<file path="src/sv/rtfb_pkg.sv">
// ---------------------------------------------------------------------------
// rtfb_pkg: shared types and constants for the radio transmit frame builder
// Request and result word types, register indices, frame layout constants.
// ---------------------------------------------------------------------------
package rtfb_pkg;

    // Frame layout
    localparam int unsigned FRAME_LEN = 24;
    localparam int unsigned CNT_W     = $clog2(FRAME_LEN);

    // Fixed frame bytes
    localparam logic [7:0] BYTE_DELIM    = 8'h7E;
    localparam logic [7:0] BYTE_LEN_HI   = 8'h00;
    localparam logic [7:0] BYTE_LEN_LO   = 8'h14;
    localparam logic [7:0] BYTE_API_ID   = 8'h01;
    localparam logic [7:0] BYTE_FRAME_ID = 8'h01;
    localparam logic [7:0] BYTE_OPTION   = 8'h00;
    localparam logic [7:0] BYTE_TAG_A    = 8'hAF;
    localparam logic [7:0] BYTE_TAG_B    = 8'hFB;
    localparam logic [7:0] BYTE_FULL     = 8'hFF;

    // Register reset values
    localparam logic [15:0] FOLLOWER0_RST = 16'h3333;
    localparam logic [15:0] FOLLOWER1_RST = 16'h4444;
    localparam logic [15:0] FOLLOWER2_RST = 16'h5555;

    // Configuration port widths
    localparam int unsigned CFG_IDX_W  = 3;
    localparam int unsigned CFG_DATA_W = 16;

    // Register indices
    typedef enum logic [CFG_IDX_W-1:0] {
        CFG_FOLLOWER0   = 3'd0,
        CFG_FOLLOWER1   = 3'd1,
        CFG_FOLLOWER2   = 3'd2,
        CFG_WAYPT_OFF   = 3'd3,
        CFG_ORBIT_OFF   = 3'd4
    } cfg_idx_t;

    // Follower selection codes
    localparam logic [1:0] FOLLOWER_0 = 2'd0;
    localparam logic [1:0] FOLLOWER_1 = 2'd1;
    localparam logic [1:0] FOLLOWER_2 = 2'd2;

    // Packet kinds
    localparam logic [7:0] KIND_WAYPOINT = 8'd0;
    localparam logic [7:0] KIND_ORBIT    = 8'd1;

    // Request word
    typedef struct packed {
        logic [1:0]         follower_id;
        logic signed [31:0] latitude;
        logic signed [31:0] longitude;
        logic signed [31:0] altitude;
        logic [7:0]         packet_kind;
    } req_t;

    // Result word
    typedef struct packed {
        logic [7:0] frame_byte;
        logic       frame_end;
    } res_t;

    typedef logic [FRAME_LEN-1:0][7:0] frame_t;

endpackage

</file>
<file path="src/sv/radio_tx_frame_builder.sv">
// ---------------------------------------------------------------------------
// radio_tx_frame_builder: 24-byte API transmit frame builder
// Builds an addressed position frame from one request word and streams it
// out a byte a cycle with an end flag on the last byte.
// ---------------------------------------------------------------------------
//  Channel   Signals                            Handshake
//  -------   --------------------------------   -------------------------------
//  request   start, busy, req                   taken when start && !busy
//  result    strobe, result                     one byte per cycle, no stall
//  config    cfg_write, cfg_index, cfg_data     written when cfg_write is high
//
//  A request is registered on acceptance, the whole frame is formed from that
//  register combinationally and loaded into a byte shift register, which puts
//  out 24 bytes on consecutive cycles and so sets the rate. A request waiting
//  behind a frame is loaded on its last byte, so frames follow without a gap.
//  When idle, the first byte appears once the request has passed the holding
//  register and then the shift register. Reset restores the register defaults
//  and empties both stages. The receiver cannot stall the byte stream.
// ---------------------------------------------------------------------------
module radio_tx_frame_builder
    import rtfb_pkg::*;
(
    input  logic                  clk,
    input  logic                  rst_n,
    input  logic                  start,
    output logic                  busy,
    input  req_t                  req,
    output logic                  strobe,
    output res_t                  result,
    input  logic                  cfg_write,
    input  logic [CFG_IDX_W-1:0]  cfg_index,
    input  logic [CFG_DATA_W-1:0] cfg_data
);

    // Configuration registers
    logic [15:0] follower0_reg;
    logic [15:0] follower1_reg;
    logic [15:0] follower2_reg;
    logic [7:0]  waypt_off_reg;
    logic [7:0]  orbit_off_reg;

    // Request holding stage
    logic pend_reg;
    logic pend_next;
    req_t req_reg;

    // Byte serialiser
    logic             act_reg;
    logic             act_next;
    logic [CNT_W-1:0] cnt_reg;
    logic [CNT_W-1:0] cnt_next;
    frame_t           frame_reg;
    frame_t           frame_next;

    logic   accept;
    logic   last;
    logic   load;
    logic [15:0] addr;
    logic [7:0]  pos_sum;
    logic [7:0]  type_tag;
    logic [7:0]  hdr_sum;
    logic [7:0]  check;
    frame_t      frame_built;

    assign accept = start && !busy;
    assign busy   = pend_reg;
    assign last   = act_reg && (cnt_reg == CNT_W'(FRAME_LEN - 1));
    assign load   = pend_reg && (!act_reg || last);

    // Configuration writes; indices beyond the list are ignored
    always_ff @(posedge clk or negedge rst_n)
    begin
        if (!rst_n)
        begin
            follower0_reg <= FOLLOWER0_RST;
            follower1_reg <= FOLLOWER1_RST;
            follower2_reg <= FOLLOWER2_RST;
            waypt_off_reg <= '0;
            orbit_off_reg <= '0;
        end
        else if (cfg_write)
        begin
            case (cfg_idx_t'(cfg_index))
                CFG_FOLLOWER0: follower0_reg <= cfg_data;
                CFG_FOLLOWER1: follower1_reg <= cfg_data;
                CFG_FOLLOWER2: follower2_reg <= cfg_data;
                CFG_WAYPT_OFF: waypt_off_reg <= cfg_data[7:0];
                CFG_ORBIT_OFF: orbit_off_reg <= cfg_data[7:0];
                default:       ;
            endcase
        end
    end

    // Destination address; the unused follower id sends a zero address
    always_comb
    begin
        case (req_reg.follower_id)
            FOLLOWER_0: addr = follower0_reg;
            FOLLOWER_1: addr = follower1_reg;
            FOLLOWER_2: addr = follower2_reg;
            default:    addr = '0;
        endcase
    end

    // Byte sum of the twelve position bytes, as a balanced tree
    assign pos_sum = ((req_reg.latitude[7:0]    + req_reg.latitude[15:8])
                    + (req_reg.latitude[23:16]  + req_reg.latitude[31:24]))
                   + ((req_reg.longitude[7:0]   + req_reg.longitude[15:8])
                    + (req_reg.longitude[23:16] + req_reg.longitude[31:24]))
                   + ((req_reg.altitude[7:0]    + req_reg.altitude[15:8])
                    + (req_reg.altitude[23:16]  + req_reg.altitude[31:24]));

    // Type tag
    always_comb
    begin
        case (req_reg.packet_kind)
            KIND_WAYPOINT: type_tag = BYTE_FULL - pos_sum + waypt_off_reg;
            KIND_ORBIT:    type_tag = BYTE_FULL - pos_sum + orbit_off_reg;
            default:       type_tag = '0;
        endcase
    end

    // Checksum over bytes 3 to 22
    assign hdr_sum = (BYTE_API_ID + BYTE_FRAME_ID) + (addr[15:8] + addr[7:0])
                   + (BYTE_OPTION + BYTE_TAG_A) + BYTE_TAG_B;
    assign check   = BYTE_FULL - ((hdr_sum + pos_sum) + type_tag);

    // Whole frame, index 0 sent first
    always_comb
    begin
        frame_built[0]  = BYTE_DELIM;
        frame_built[1]  = BYTE_LEN_HI;
        frame_built[2]  = BYTE_LEN_LO;
        frame_built[3]  = BYTE_API_ID;
        frame_built[4]  = BYTE_FRAME_ID;
        frame_built[5]  = addr[15:8];
        frame_built[6]  = addr[7:0];
        frame_built[7]  = BYTE_OPTION;
        frame_built[8]  = BYTE_TAG_A;
        frame_built[9]  = BYTE_TAG_B;
        frame_built[10] = req_reg.latitude[7:0];
        frame_built[11] = req_reg.latitude[15:8];
        frame_built[12] = req_reg.latitude[23:16];
        frame_built[13] = req_reg.latitude[31:24];
        frame_built[14] = req_reg.longitude[7:0];
        frame_built[15] = req_reg.longitude[15:8];
        frame_built[16] = req_reg.longitude[23:16];
        frame_built[17] = req_reg.longitude[31:24];
        frame_built[18] = req_reg.altitude[7:0];
        frame_built[19] = req_reg.altitude[15:8];
        frame_built[20] = req_reg.altitude[23:16];
        frame_built[21] = req_reg.altitude[31:24];
        frame_built[22] = type_tag;
        frame_built[23] = check;
    end

    // Holding stage: filled on accept, emptied when the serialiser loads
    always_comb
    begin
        pend_next = pend_reg;
        if (accept)
        begin
            pend_next = 1'b1;
        end
        else if (load)
        begin
            pend_next = 1'b0;
        end
    end

    // Serialiser next state
    always_comb
    begin
        act_next   = act_reg;
        cnt_next   = cnt_reg;
        frame_next = frame_reg;
        if (load)
        begin
            act_next   = 1'b1;
            cnt_next   = '0;
            frame_next = frame_built;
        end
        else if (act_reg)
        begin
            act_next   = !last;
            cnt_next   = cnt_reg + CNT_W'(1);
            frame_next = {8'h00, frame_reg[FRAME_LEN-1:1]};
        end
    end

    // Control registers
    always_ff @(posedge clk or negedge rst_n)
    begin
        if (!rst_n)
        begin
            pend_reg <= 1'b0;
            act_reg  <= 1'b0;
            cnt_reg  <= '0;
        end
        else
        begin
            pend_reg <= pend_next;
            act_reg  <= act_next;
            cnt_reg  <= cnt_next;
        end
    end

    // Payload registers
    always_ff @(posedge clk)
    begin
        if (accept)
        begin
            req_reg <= req;
        end
        frame_reg <= frame_next;
    end

    // Result word
    assign strobe            = act_reg;
    assign result.frame_byte = frame_reg[0];
    assign result.frame_end  = last;

    // Checks
    a_end_has_strobe : assert property (@(posedge clk) disable iff (!rst_n)
        result.frame_end |-> strobe)
        else $error("frame end flag without strobe");

    a_frame_contiguous : assert property (@(posedge clk) disable iff (!rst_n)
        strobe && !result.frame_end |=> strobe)
        else $error("gap inside a frame");

    a_accept_sets_busy : assert property (@(posedge clk) disable iff (!rst_n)
        start && !busy |=> busy || strobe)
        else $error("accepted request lost");

    a_pending_follows : assert property (@(posedge clk) disable iff (!rst_n)
        result.frame_end && busy |=> strobe && !result.frame_end)
        else $error("waiting frame not started after last byte");

endmodule

</file>
<file path="config.mk">
export PLATFORM = sky130hd
export DESIGN_NAME = radio_tx_frame_builder
export DESIGN_NICKNAME = d
export VERILOG_FILES = /design/src/sv/rtfb_pkg.sv /design/src/sv/radio_tx_frame_builder.sv
export SDC_FILE = /design/constraint.sdc
export NUM_CORES = 1
export LEC_CHECK = 0
export BUFFER_PORTS_ARGS = -buffer_cell sky130_fd_sc_hd__clkbuf_2
export CORE_UTILIZATION = 50
export DETAILED_ROUTE_END_ITERATION = 12
export PLACE_DENSITY = 0.72
export SYNTH_ARGS = -nofsm -noshare
export SYNTH_HDL_FRONTEND = slang
export SYNTH_SLANG_ARGS = --single-unit
</file>
<file path="constraint.sdc">
create_clock -name clk -period 9.55 [get_ports clk]
set_input_delay 0.4775 -clock clk [delete_from_list [all_inputs] [get_ports clk]]
set_output_delay 0.4775 -clock clk [all_outputs]
set_load 0.02 [all_outputs]
</file>
==> metrics.txt, run 1 <==
# TYPE chip_impl_metric gauge
chip_impl_metric{name="post_cts_buffers",unit=""} 0
chip_impl_metric{name="ir_drop",unit="mV"} 0.768
chip_impl_metric{name="critical_path_arrival",unit="ns"} 7.77
chip_impl_info{name="synth_top_family_by_area",value="adder cells"} 1
chip_impl_metric{name="n_antenna_cell",unit=""} 0
chip_impl_metric{name="slew_violations",unit=""} 0
chip_impl_metric{name="grt_overflow_total",unit=""} 0
chip_impl_metric{name="numCtsBuffers",unit=""} 39
chip_impl_metric{name="cellPowerDensity",unit="mW/mm²"} 407
chip_impl_metric{name="post_route_cells_drive_above_1_share",unit="%"} 20.3
chip_impl_metric{name="power_leakage",unit="nW"} 9.02
chip_impl_metric{name="die_y",unit="µm"} 187
chip_impl_metric{name="timing.max_cap.violations",unit=""} 0
chip_impl_metric{name="yosys.cell_types.count",unit=""} 43
chip_impl_metric{name="final_cell_area",unit="mm²"} 0.0194
chip_impl_metric{name="worst_slack",unit="ns"} 2.16
chip_impl_metric{name="ys.warnings.count",unit=""} 0
chip_impl_metric{name="place_area",unit="mm²"} 0.0182
chip_impl_metric{name="worst_slew_margin_rel",unit="%"} 25.2
chip_impl_metric{name="fin_setup_tns",unit="ns"} 0
chip_impl_metric{name="drt_first_pass_iters",unit=""} 5
chip_impl_metric{name="global_route_wire_length_before_repair",unit="µm"} 55100
chip_impl_info{name="root_buffer",value="sky130_fd_sc_hd__clkbuf_16"} 1
chip_impl_metric{name="place_worst_setup_slack",unit="ns"} 2.23
chip_impl_metric{name="finalNetCount",unit=""} 1729
chip_impl_info{name="synth_area_leaders",value="sky130_fd_sc_hd__edfxtp_1, sky130_fd_sc_hd__fa_1, sky130_fd_sc_hd__dfxtp_1, sky130_fd_sc_hd__dfrtp_1, sky130_fd_sc_hd__mux2i_1"} 1
chip_impl_metric{name="drc_errors",unit=""} 0
chip_impl_metric{name="synth_async_sr_flop_share",unit="%"} 19.2
chip_impl_metric{name="grt_use_total",unit="%"} 20.1
chip_impl_info{name="critical_path.endpoint_type",value="flip-flop"} 1
chip_impl_metric{name="nets_in_the_synthesized_netlist",unit=""} 1614
chip_impl_metric{name="avgRoutedWirePerCell",unit="µm"} 17.4
chip_impl_metric{name="synth_cells",unit=""} 1375
chip_impl_metric{name="grt_max_degree",unit=""} 114
chip_impl_info{name="worst_hold_path_type",value="in2reg"} 1
chip_impl_metric{name="coreArea",unit="mm²"} 0.0336
chip_impl_metric{name="synth-edff-count",unit=""} 234
chip_impl_metric{name="cp_max_fo",unit=""} 3
chip_impl_metric{name="clkLatencyLatePin",unit="ns"} 0.53
chip_impl_info{name="yosysMostFrequentCell",value="sky130_fd_sc_hd__edfxtp_1"} 1
chip_impl_metric{name="yosys.area_share.xor_xnor",unit="%"} 2.26
chip_impl_metric{name="synth_area",unit="mm²"} 0.0171
chip_impl_metric{name="io_pins",unit=""} 140
chip_impl_info{name="timing.setup.critical_path_class",value="reg2reg"} 1
chip_impl_metric{name="clock_sink_count",unit=""} 369
chip_impl_info{name="critical-path-top-delay-family",value="adder cells"} 1
chip_impl_metric{name="wl",unit="µm"} 34200
chip_impl_metric{name="first_global_vias",unit=""} 10353
chip_impl_info{name="synthFlopType",value="sky130_fd_sc_hd__edfxtp_1"} 1
chip_impl_metric{name="tightest_slew",unit="ns"} 1.12
chip_impl_metric{name="setup-violations-final",unit=""} 0
chip_impl_metric{name="die_w",unit="µm"} 187
chip_impl_metric{name="hold_buffers",unit=""} 0
chip_impl_metric{name="routed-via-count",unit=""} 10152
chip_impl_metric{name="globalplace.congestion",unit=""} 0.807
chip_impl_metric{name="report.final.hold_viol_count",unit=""} 0
chip_impl_metric{name="timing.fmax",unit="MHz"} 135
chip_impl_metric{name="path_clk_slew",unit="ns"} 0.06
chip_impl_info{name="cp_slowest_cell",value="sky130_fd_sc_hd__fa_1"} 1
chip_impl_metric{name="layout.core_utilization",unit="%"} 57.8
chip_impl_metric{name="cts_h_tree_depth",unit=""} 2
chip_impl_metric{name="largest_register_ffs",unit=""} 184
chip_impl_metric{name="dp.final_hpwl",unit="µm"} 23200
chip_impl_metric{name="synthSimpleGateAreaFrac",unit="%"} 11.1
chip_impl_metric{name="seq_area_frac_synth",unit="%"} 59.1
chip_impl_metric{name="area_delta_synth_final",unit="%"} 13.4
chip_impl_metric{name="path_buf_inv",unit=""} 7
chip_impl_metric{name="post-route-period-util",unit="%"} 77.3
chip_impl_metric{name="antenna_found_initial",unit=""} 0
chip_impl_metric{name="synth.area.mux_share",unit="%"} 9.58
chip_impl_metric{name="post-place-cells",unit=""} 1897
chip_impl_metric{name="placement.io_buffers",unit=""} 139
chip_impl_metric{name="syn_avg_cell_area",unit="µm²"} 12.5
chip_impl_metric{name="drtIter0Drc",unit=""} 753
chip_impl_metric{name="antenna_left",unit=""} 0
chip_impl_metric{name="post_cts_resized",unit=""} 0
chip_impl_info{name="grt_setup_unrepaired",value="false"} 1
chip_impl_metric{name="synth.ff_latch_count",unit=""} 369
chip_impl_info{name="yosysTopAreaCell",value="sky130_fd_sc_hd__edfxtp_1"} 1
chip_impl_info{name="setup.worst_path.start_class",value="flip-flop"} 1
chip_impl_metric{name="cts_buffer_depth",unit=""} 3
chip_impl_metric{name="synthAdderAreaFrac",unit="%"} 11.4
chip_impl_metric{name="synthDominantCellAreaShare",unit="%"} 41.0
chip_impl_metric{name="start_util",unit="%"} 50.9
chip_impl_metric{name="critical_path_required",unit="ns"} 9.94
chip_impl_metric{name="timing.clock.skew",unit="ns"} 0.0145
chip_impl_metric{name="cpPeakStageDelay",unit="ns"} 0.55
chip_impl_metric{name="fin_crit",unit="ns"} 7.39
chip_impl_metric{name="finalNonFillerCells",unit=""} 1967
chip_impl_info{name="synth.top_cells.by_count",value="sky130_fd_sc_hd__edfxtp_1, sky130_fd_sc_hd__nand2_1, sky130_fd_sc_hd__nand3_1, sky130_fd_sc_hd__inv_1, sky130_fd_sc_hd__mux2i_1"} 1
chip_impl_metric{name="placementRows",unit=""} 67
chip_impl_metric{name="floorplan_die_area",unit="mm²"} 0.0350
chip_impl_info{name="outcome",value="finished clean"} 1
chip_impl_info{name="cts_tree",value="built"} 1
chip_impl_metric{name="viasPerCell",unit=""} 5.16
chip_impl_metric{name="area_fraction_in_compound_gates_after_synthesis",unit="%"} 2.36
==> stage by stage <==
step	power (W)	hold WS [ns]
after CTS	0.00793	0.0925
after detailed placement	0.00643	0.454
after global placement	0.00634	0.444
after floorplan	0.00555	0.182
final	0.00790	0.115
after global routing	0.00859	0.0970
==> routing by layer <==
layer	vias up	share of wire, %	track usage (%)
met5	-	0	0
met4	0	2.0	5.39
met3	48	6.0	4.54
met2	258	47	31.6
met1	4962	45	28.3
li1	4884	-	-
==> path summary, 6_finish.rpt <==
path,end,slack [ns],from,depth (start not counted)
max in group asynchronous,strobe,8.71,rst_n,2
min in group asynchronous,follower0_reg[6],0.15,rst_n,2
min reg2reg,frame_reg[78],0.47,frame_reg[86],2
min,frame_built[132],0.11,req[60],1
max reg2reg,frame_reg[191],2.16,frame_built[130],28
max,frame_reg[191],2.16,frame_built[130],28
==> layout make-up <==
cell class,count,area (µm²)
tap,448,561
inverter,106,398
sequential,369,10100
fill,2706,14200
multi-input combinational,822,6310
clock buffer,54,1100
timing repair buffer,152,793
clock inverter,16,144
==> power breakdown <==
part / internal, W / switching [W] / leakage (nW)
sequential: 0.00213 / 0.000155 / 3.86
combinational: 0.00192 / 0.00222 / 4.55
clock: 0.000860 / 0.000611 / 0.616
total: 0.00491 / 0.00299 / 9.02
==> kinds of logic after synthesis <==
family	Yosys count
compound gates	74
simple gates	442
xor+xnor	41
flops	369
buf+inv	184
mux	155
fa+ha+maj	110
==> layout by cell type, fill, tap and decap left out, types with 64 or more instances in the layout <==
| cell type | n |
|---|---|
| sky130_fd_sc_hd__edfxtp_1 | 234 |
| sky130_fd_sc_hd__nand2_1 | 221 |
| sky130_fd_sc_hd__clkbuf_2 | 138 |
| sky130_fd_sc_hd__nand3_1 | 124 |
| sky130_fd_sc_hd__inv_1 | 106 |
| sky130_fd_sc_hd__mux2i_1 | 84 |
| sky130_fd_sc_hd__fa_1 | 76 |
| sky130_fd_sc_hd__mux2_2 | 71 |
| sky130_fd_sc_hd__nor2_1 | 67 |
| sky130_fd_sc_hd__dfxtp_1 | 64 |
Power figures use the tool's default switching activity.
==> inputs of run 2 (changes only) <==
--- a/config.mk
+++ b/config.mk
@@ -8,7 +8,7 @@
 export BUFFER_PORTS_ARGS = -buffer_cell sky130_fd_sc_hd__clkbuf_2
 export CORE_UTILIZATION = 50
 export DETAILED_ROUTE_END_ITERATION = 12
-export PLACE_DENSITY = 0.72
+export PLACE_DENSITY = 0.75
 export SYNTH_ARGS = -nofsm -noshare
 export SYNTH_HDL_FRONTEND = slang
 export SYNTH_SLANG_ARGS = --single-unit
==> constraint.sdc (replaced) <==
create_clock -name clk -period 6 [get_ports clk]
set_input_delay 0.3 -clock clk [delete_from_list [all_inputs] [get_ports clk]]
set_output_delay 0.3 -clock clk [all_outputs]
set_load 0.02 [all_outputs]
==> metrics.txt, run 2 (synthesis results as in run 1) <==
# TYPE chip_impl_metric gauge
chip_impl_metric{name="fill_cells",unit=""} 2414
chip_impl_metric{name="clock_sink_count",unit=""} 369
chip_impl_info{name="cts_tree",value="built"} 1
chip_impl_metric{name="post-route-period-util",unit="%"} 118
chip_impl_metric{name="worst_slack",unit="ns"} -1.07
chip_impl_metric{name="placement.io_buffers",unit=""} 139
chip_impl_info{name="failed_checks",value="hold timing, setup timing"} 1
chip_impl_metric{name="grt_overflow_total",unit=""} 0
chip_impl_metric{name="cts_buffer_depth",unit=""} 3
chip_impl_metric{name="start_util",unit="%"} 50.9
chip_impl_metric{name="die_y",unit="µm"} 187
chip_impl_metric{name="critical_path_arrival",unit="ns"} 7.45
chip_impl_info{name="worstPathCellList",value="fa_1, inv_2, fa_1, inv_2, fa_2, fa_1, inv_2, fa_1, inv_2, ha_4, inv_2, fa_2, buf_6, fa_1, fa_1, fa_1, ha_4, a21oi_4, o21bai_4, a21oi_2, xnor3_1, or4_1, nand3_1"} 1
chip_impl_info{name="layout_commonest_cell",value="sky130_fd_sc_hd__edfxtp_1"} 1
chip_impl_info{name="grt_setup_unrepaired",value="true"} 1
chip_impl_metric{name="antenna_found_initial",unit=""} 0
chip_impl_metric{name="floorplan_die_area",unit="mm²"} 0.0350
chip_impl_metric{name="cpPeakStageDelay",unit="ns"} 0.57
chip_impl_metric{name="routed-via-count",unit=""} 11066
chip_impl_metric{name="numCtsBuffers",unit=""} 39
chip_impl_info{name="critical_path.endpoint_type",value="flip-flop"} 1
chip_impl_metric{name="n_antenna_cell",unit=""} 0
chip_impl_metric{name="timing.max_cap.violations",unit=""} 0
chip_impl_metric{name="globalplace.congestion",unit=""} 0.864
chip_impl_metric{name="fin_crit",unit="ns"} 7.07
chip_impl_metric{name="global_route_wire_length_before_repair",unit="µm"} 62000
chip_impl_metric{name="post_route_cells_drive_above_1_share",unit="%"} 23.4
chip_impl_metric{name="avgRoutedWirePerCell",unit="µm"} 18.5
chip_impl_metric{name="largest_register_ffs",unit=""} 184
chip_impl_metric{name="worst_slew_margin_rel",unit="%"} 16.8
chip_impl_metric{name="antenna_left",unit=""} 0
chip_impl_info{name="outcome",value="finished with violations"} 1
chip_impl_metric{name="tightest_slew",unit="ns"} 1.24
chip_impl_metric{name="critical_path_required",unit="ns"} 6.38
chip_impl_info{name="critical-path-top-cell-by-count",value="sky130_fd_sc_hd__fa_1"} 1
chip_impl_metric{name="area_delta_synth_final",unit="%"} 23.1
chip_impl_info{name="cp_slowest_cell",value="sky130_fd_sc_hd__fa_1"} 1
chip_impl_metric{name="drt_first_pass_iters",unit=""} 5
chip_impl_metric{name="wl",unit="µm"} 39000
chip_impl_metric{name="timing.clock.skew",unit="ns"} 0.0169
chip_impl_metric{name="slew_violations",unit=""} 0
chip_impl_metric{name="place_worst_setup_slack",unit="ns"} -1.23
chip_impl_metric{name="path_clk_slew",unit="ns"} 0.06
chip_impl_info{name="timing.setup.critical_path_class",value="reg2reg"} 1
chip_impl_metric{name="finalHoldWorstSlack",unit="ns"} -0.00715
chip_impl_metric{name="setup-violations-final",unit=""} 5
chip_impl_info{name="worstReg2RegEnd",value="frame_reg[191]"} 1
chip_impl_metric{name="grt_use_total",unit="%"} 22.7
chip_impl_metric{name="timing.fmax",unit="MHz"} 141
chip_impl_metric{name="finalNetCount",unit=""} 1873
chip_impl_metric{name="placementRows",unit=""} 67
chip_impl_info{name="rr_startpoint",value="frame_built[130]"} 1
chip_impl_info{name="root_buffer",value="sky130_fd_sc_hd__clkbuf_16"} 1
chip_impl_metric{name="viasPerCell",unit=""} 5.24
chip_impl_metric{name="dp.final_hpwl",unit="µm"} 23800
chip_impl_metric{name="cp_max_fo",unit=""} 2
chip_impl_metric{name="die_w",unit="µm"} 187
chip_impl_metric{name="post-place-cells",unit=""} 1933
chip_impl_metric{name="drtIter0Drc",unit=""} 846
chip_impl_metric{name="coreArea",unit="mm²"} 0.0336
chip_impl_info{name="worst_hold_path_type",value="in2async"} 1
chip_impl_metric{name="cts_h_tree_depth",unit=""} 2
chip_impl_metric{name="drc_errors",unit=""} 0
chip_impl_info{name="layout.cells.most_common_list",value="sky130_fd_sc_hd__edfxtp_1, sky130_fd_sc_hd__nand2_1, sky130_fd_sc_hd__clkbuf_2"} 1
chip_impl_metric{name="io_pins",unit=""} 140
chip_impl_metric{name="grt_max_degree",unit=""} 96
chip_impl_metric{name="reg2reg_setup_slack",unit="ns"} -1.07
chip_impl_metric{name="finalNonFillerCells",unit=""} 2111
chip_impl_metric{name="reg2reg_depth",unit=""} 23
chip_impl_info{name="setup.worst_path.start_class",value="flip-flop"} 1
chip_impl_metric{name="report.final.hold_viol_count",unit=""} 4
chip_impl_metric{name="clkLatencyLatePin",unit="ns"} 0.53
chip_impl_metric{name="first_global_vias",unit=""} 11694
## run 2: area by class of cell
class                           instances  area [µm²]  share of cell area (%)
Timing Repair Buffer                  296        2140                    10.2
Sequential cell                       369       10100                    48.0
Clock buffer                           56        1070                    5.09
Multi-Input combinational cell        822        6580                    31.2
Clock inverter                         14         201                   0.956
Tap cell                              448         561                    2.66
Inverter                              106         400                    1.90
## run 2: worst max path at each step
stage | endpoint | depth (start not counted) | slack [ns] | from
floorplan | frame_reg[191] | 29 | -0.86 | frame_built[130]
global placement | frame_reg[191] | 29 | -1.06 | frame_built[130]
detailed placement | frame_reg[191] | 29 | -1.23 | frame_built[130]
CTS | frame_reg[191] | 28 | -1.03 | frame_built[130]
global route | frame_reg[191] | 28 | -1.28 | frame_built[130]
finish | frame_reg[191] | 23 | -1.07 | frame_built[130]
## run 2: per-stage QoR
stage	setup TNS, ns	instance area (µm²)	utilization, %
3_3_place_gp	-2.64	18500	55.0
6_report	-2.83	21100	62.7
3_5_place_dp	-3.14	18500	55.0
5_1_grt	-3.69	21100	62.7
4_1_cts	-2.75	20900	62.1
2_1_floorplan	-1.29	17200	-
## run 2: critical path, delay by kind of cell (launching register included)
| family | cells | cell delay, ns |
|---|---|---|
| AO/OA/AOI/OAI | 3 | 0.46 |
| XOR/XNOR | 1 | 0.24 |
| AND/OR/NAND/NOR | 2 | 0.50 |
| buffers and inverters | 6 | 0.39 |
| adder cells (fa/ha/maj) | 11 | 4.91 |
| flip-flops | 1 | 0.42 |
## run 2: what timing repair did
action / CTS / global route
endpoints found under the setup margin: 5 / 5
hold buffers: 100 / 0
buffers inserted: 6 / 2
gates resized for setup: 11 / 34
pin swaps: 9 / 18
endpoints found under the hold margin: 100 / 0
## run 2: routing by layer
| layer | vias up | share of wire [%] | track usage [%] |
|---|---|---|---|
| li1 | 5181 | - | - |
| met1 | 5431 | 40 | 30.0 |
| met2 | 370 | 50 | 38.1 |
| met3 | 84 | 6.1 | 3.34 |
| met4 | 0 | 3.6 | 8.51 |
| met5 | - | 0 | 0 |
Power of run 2 is not shown: default switching activity piles up to over one toggle a cycle in this logic, so the estimate is an artifact.
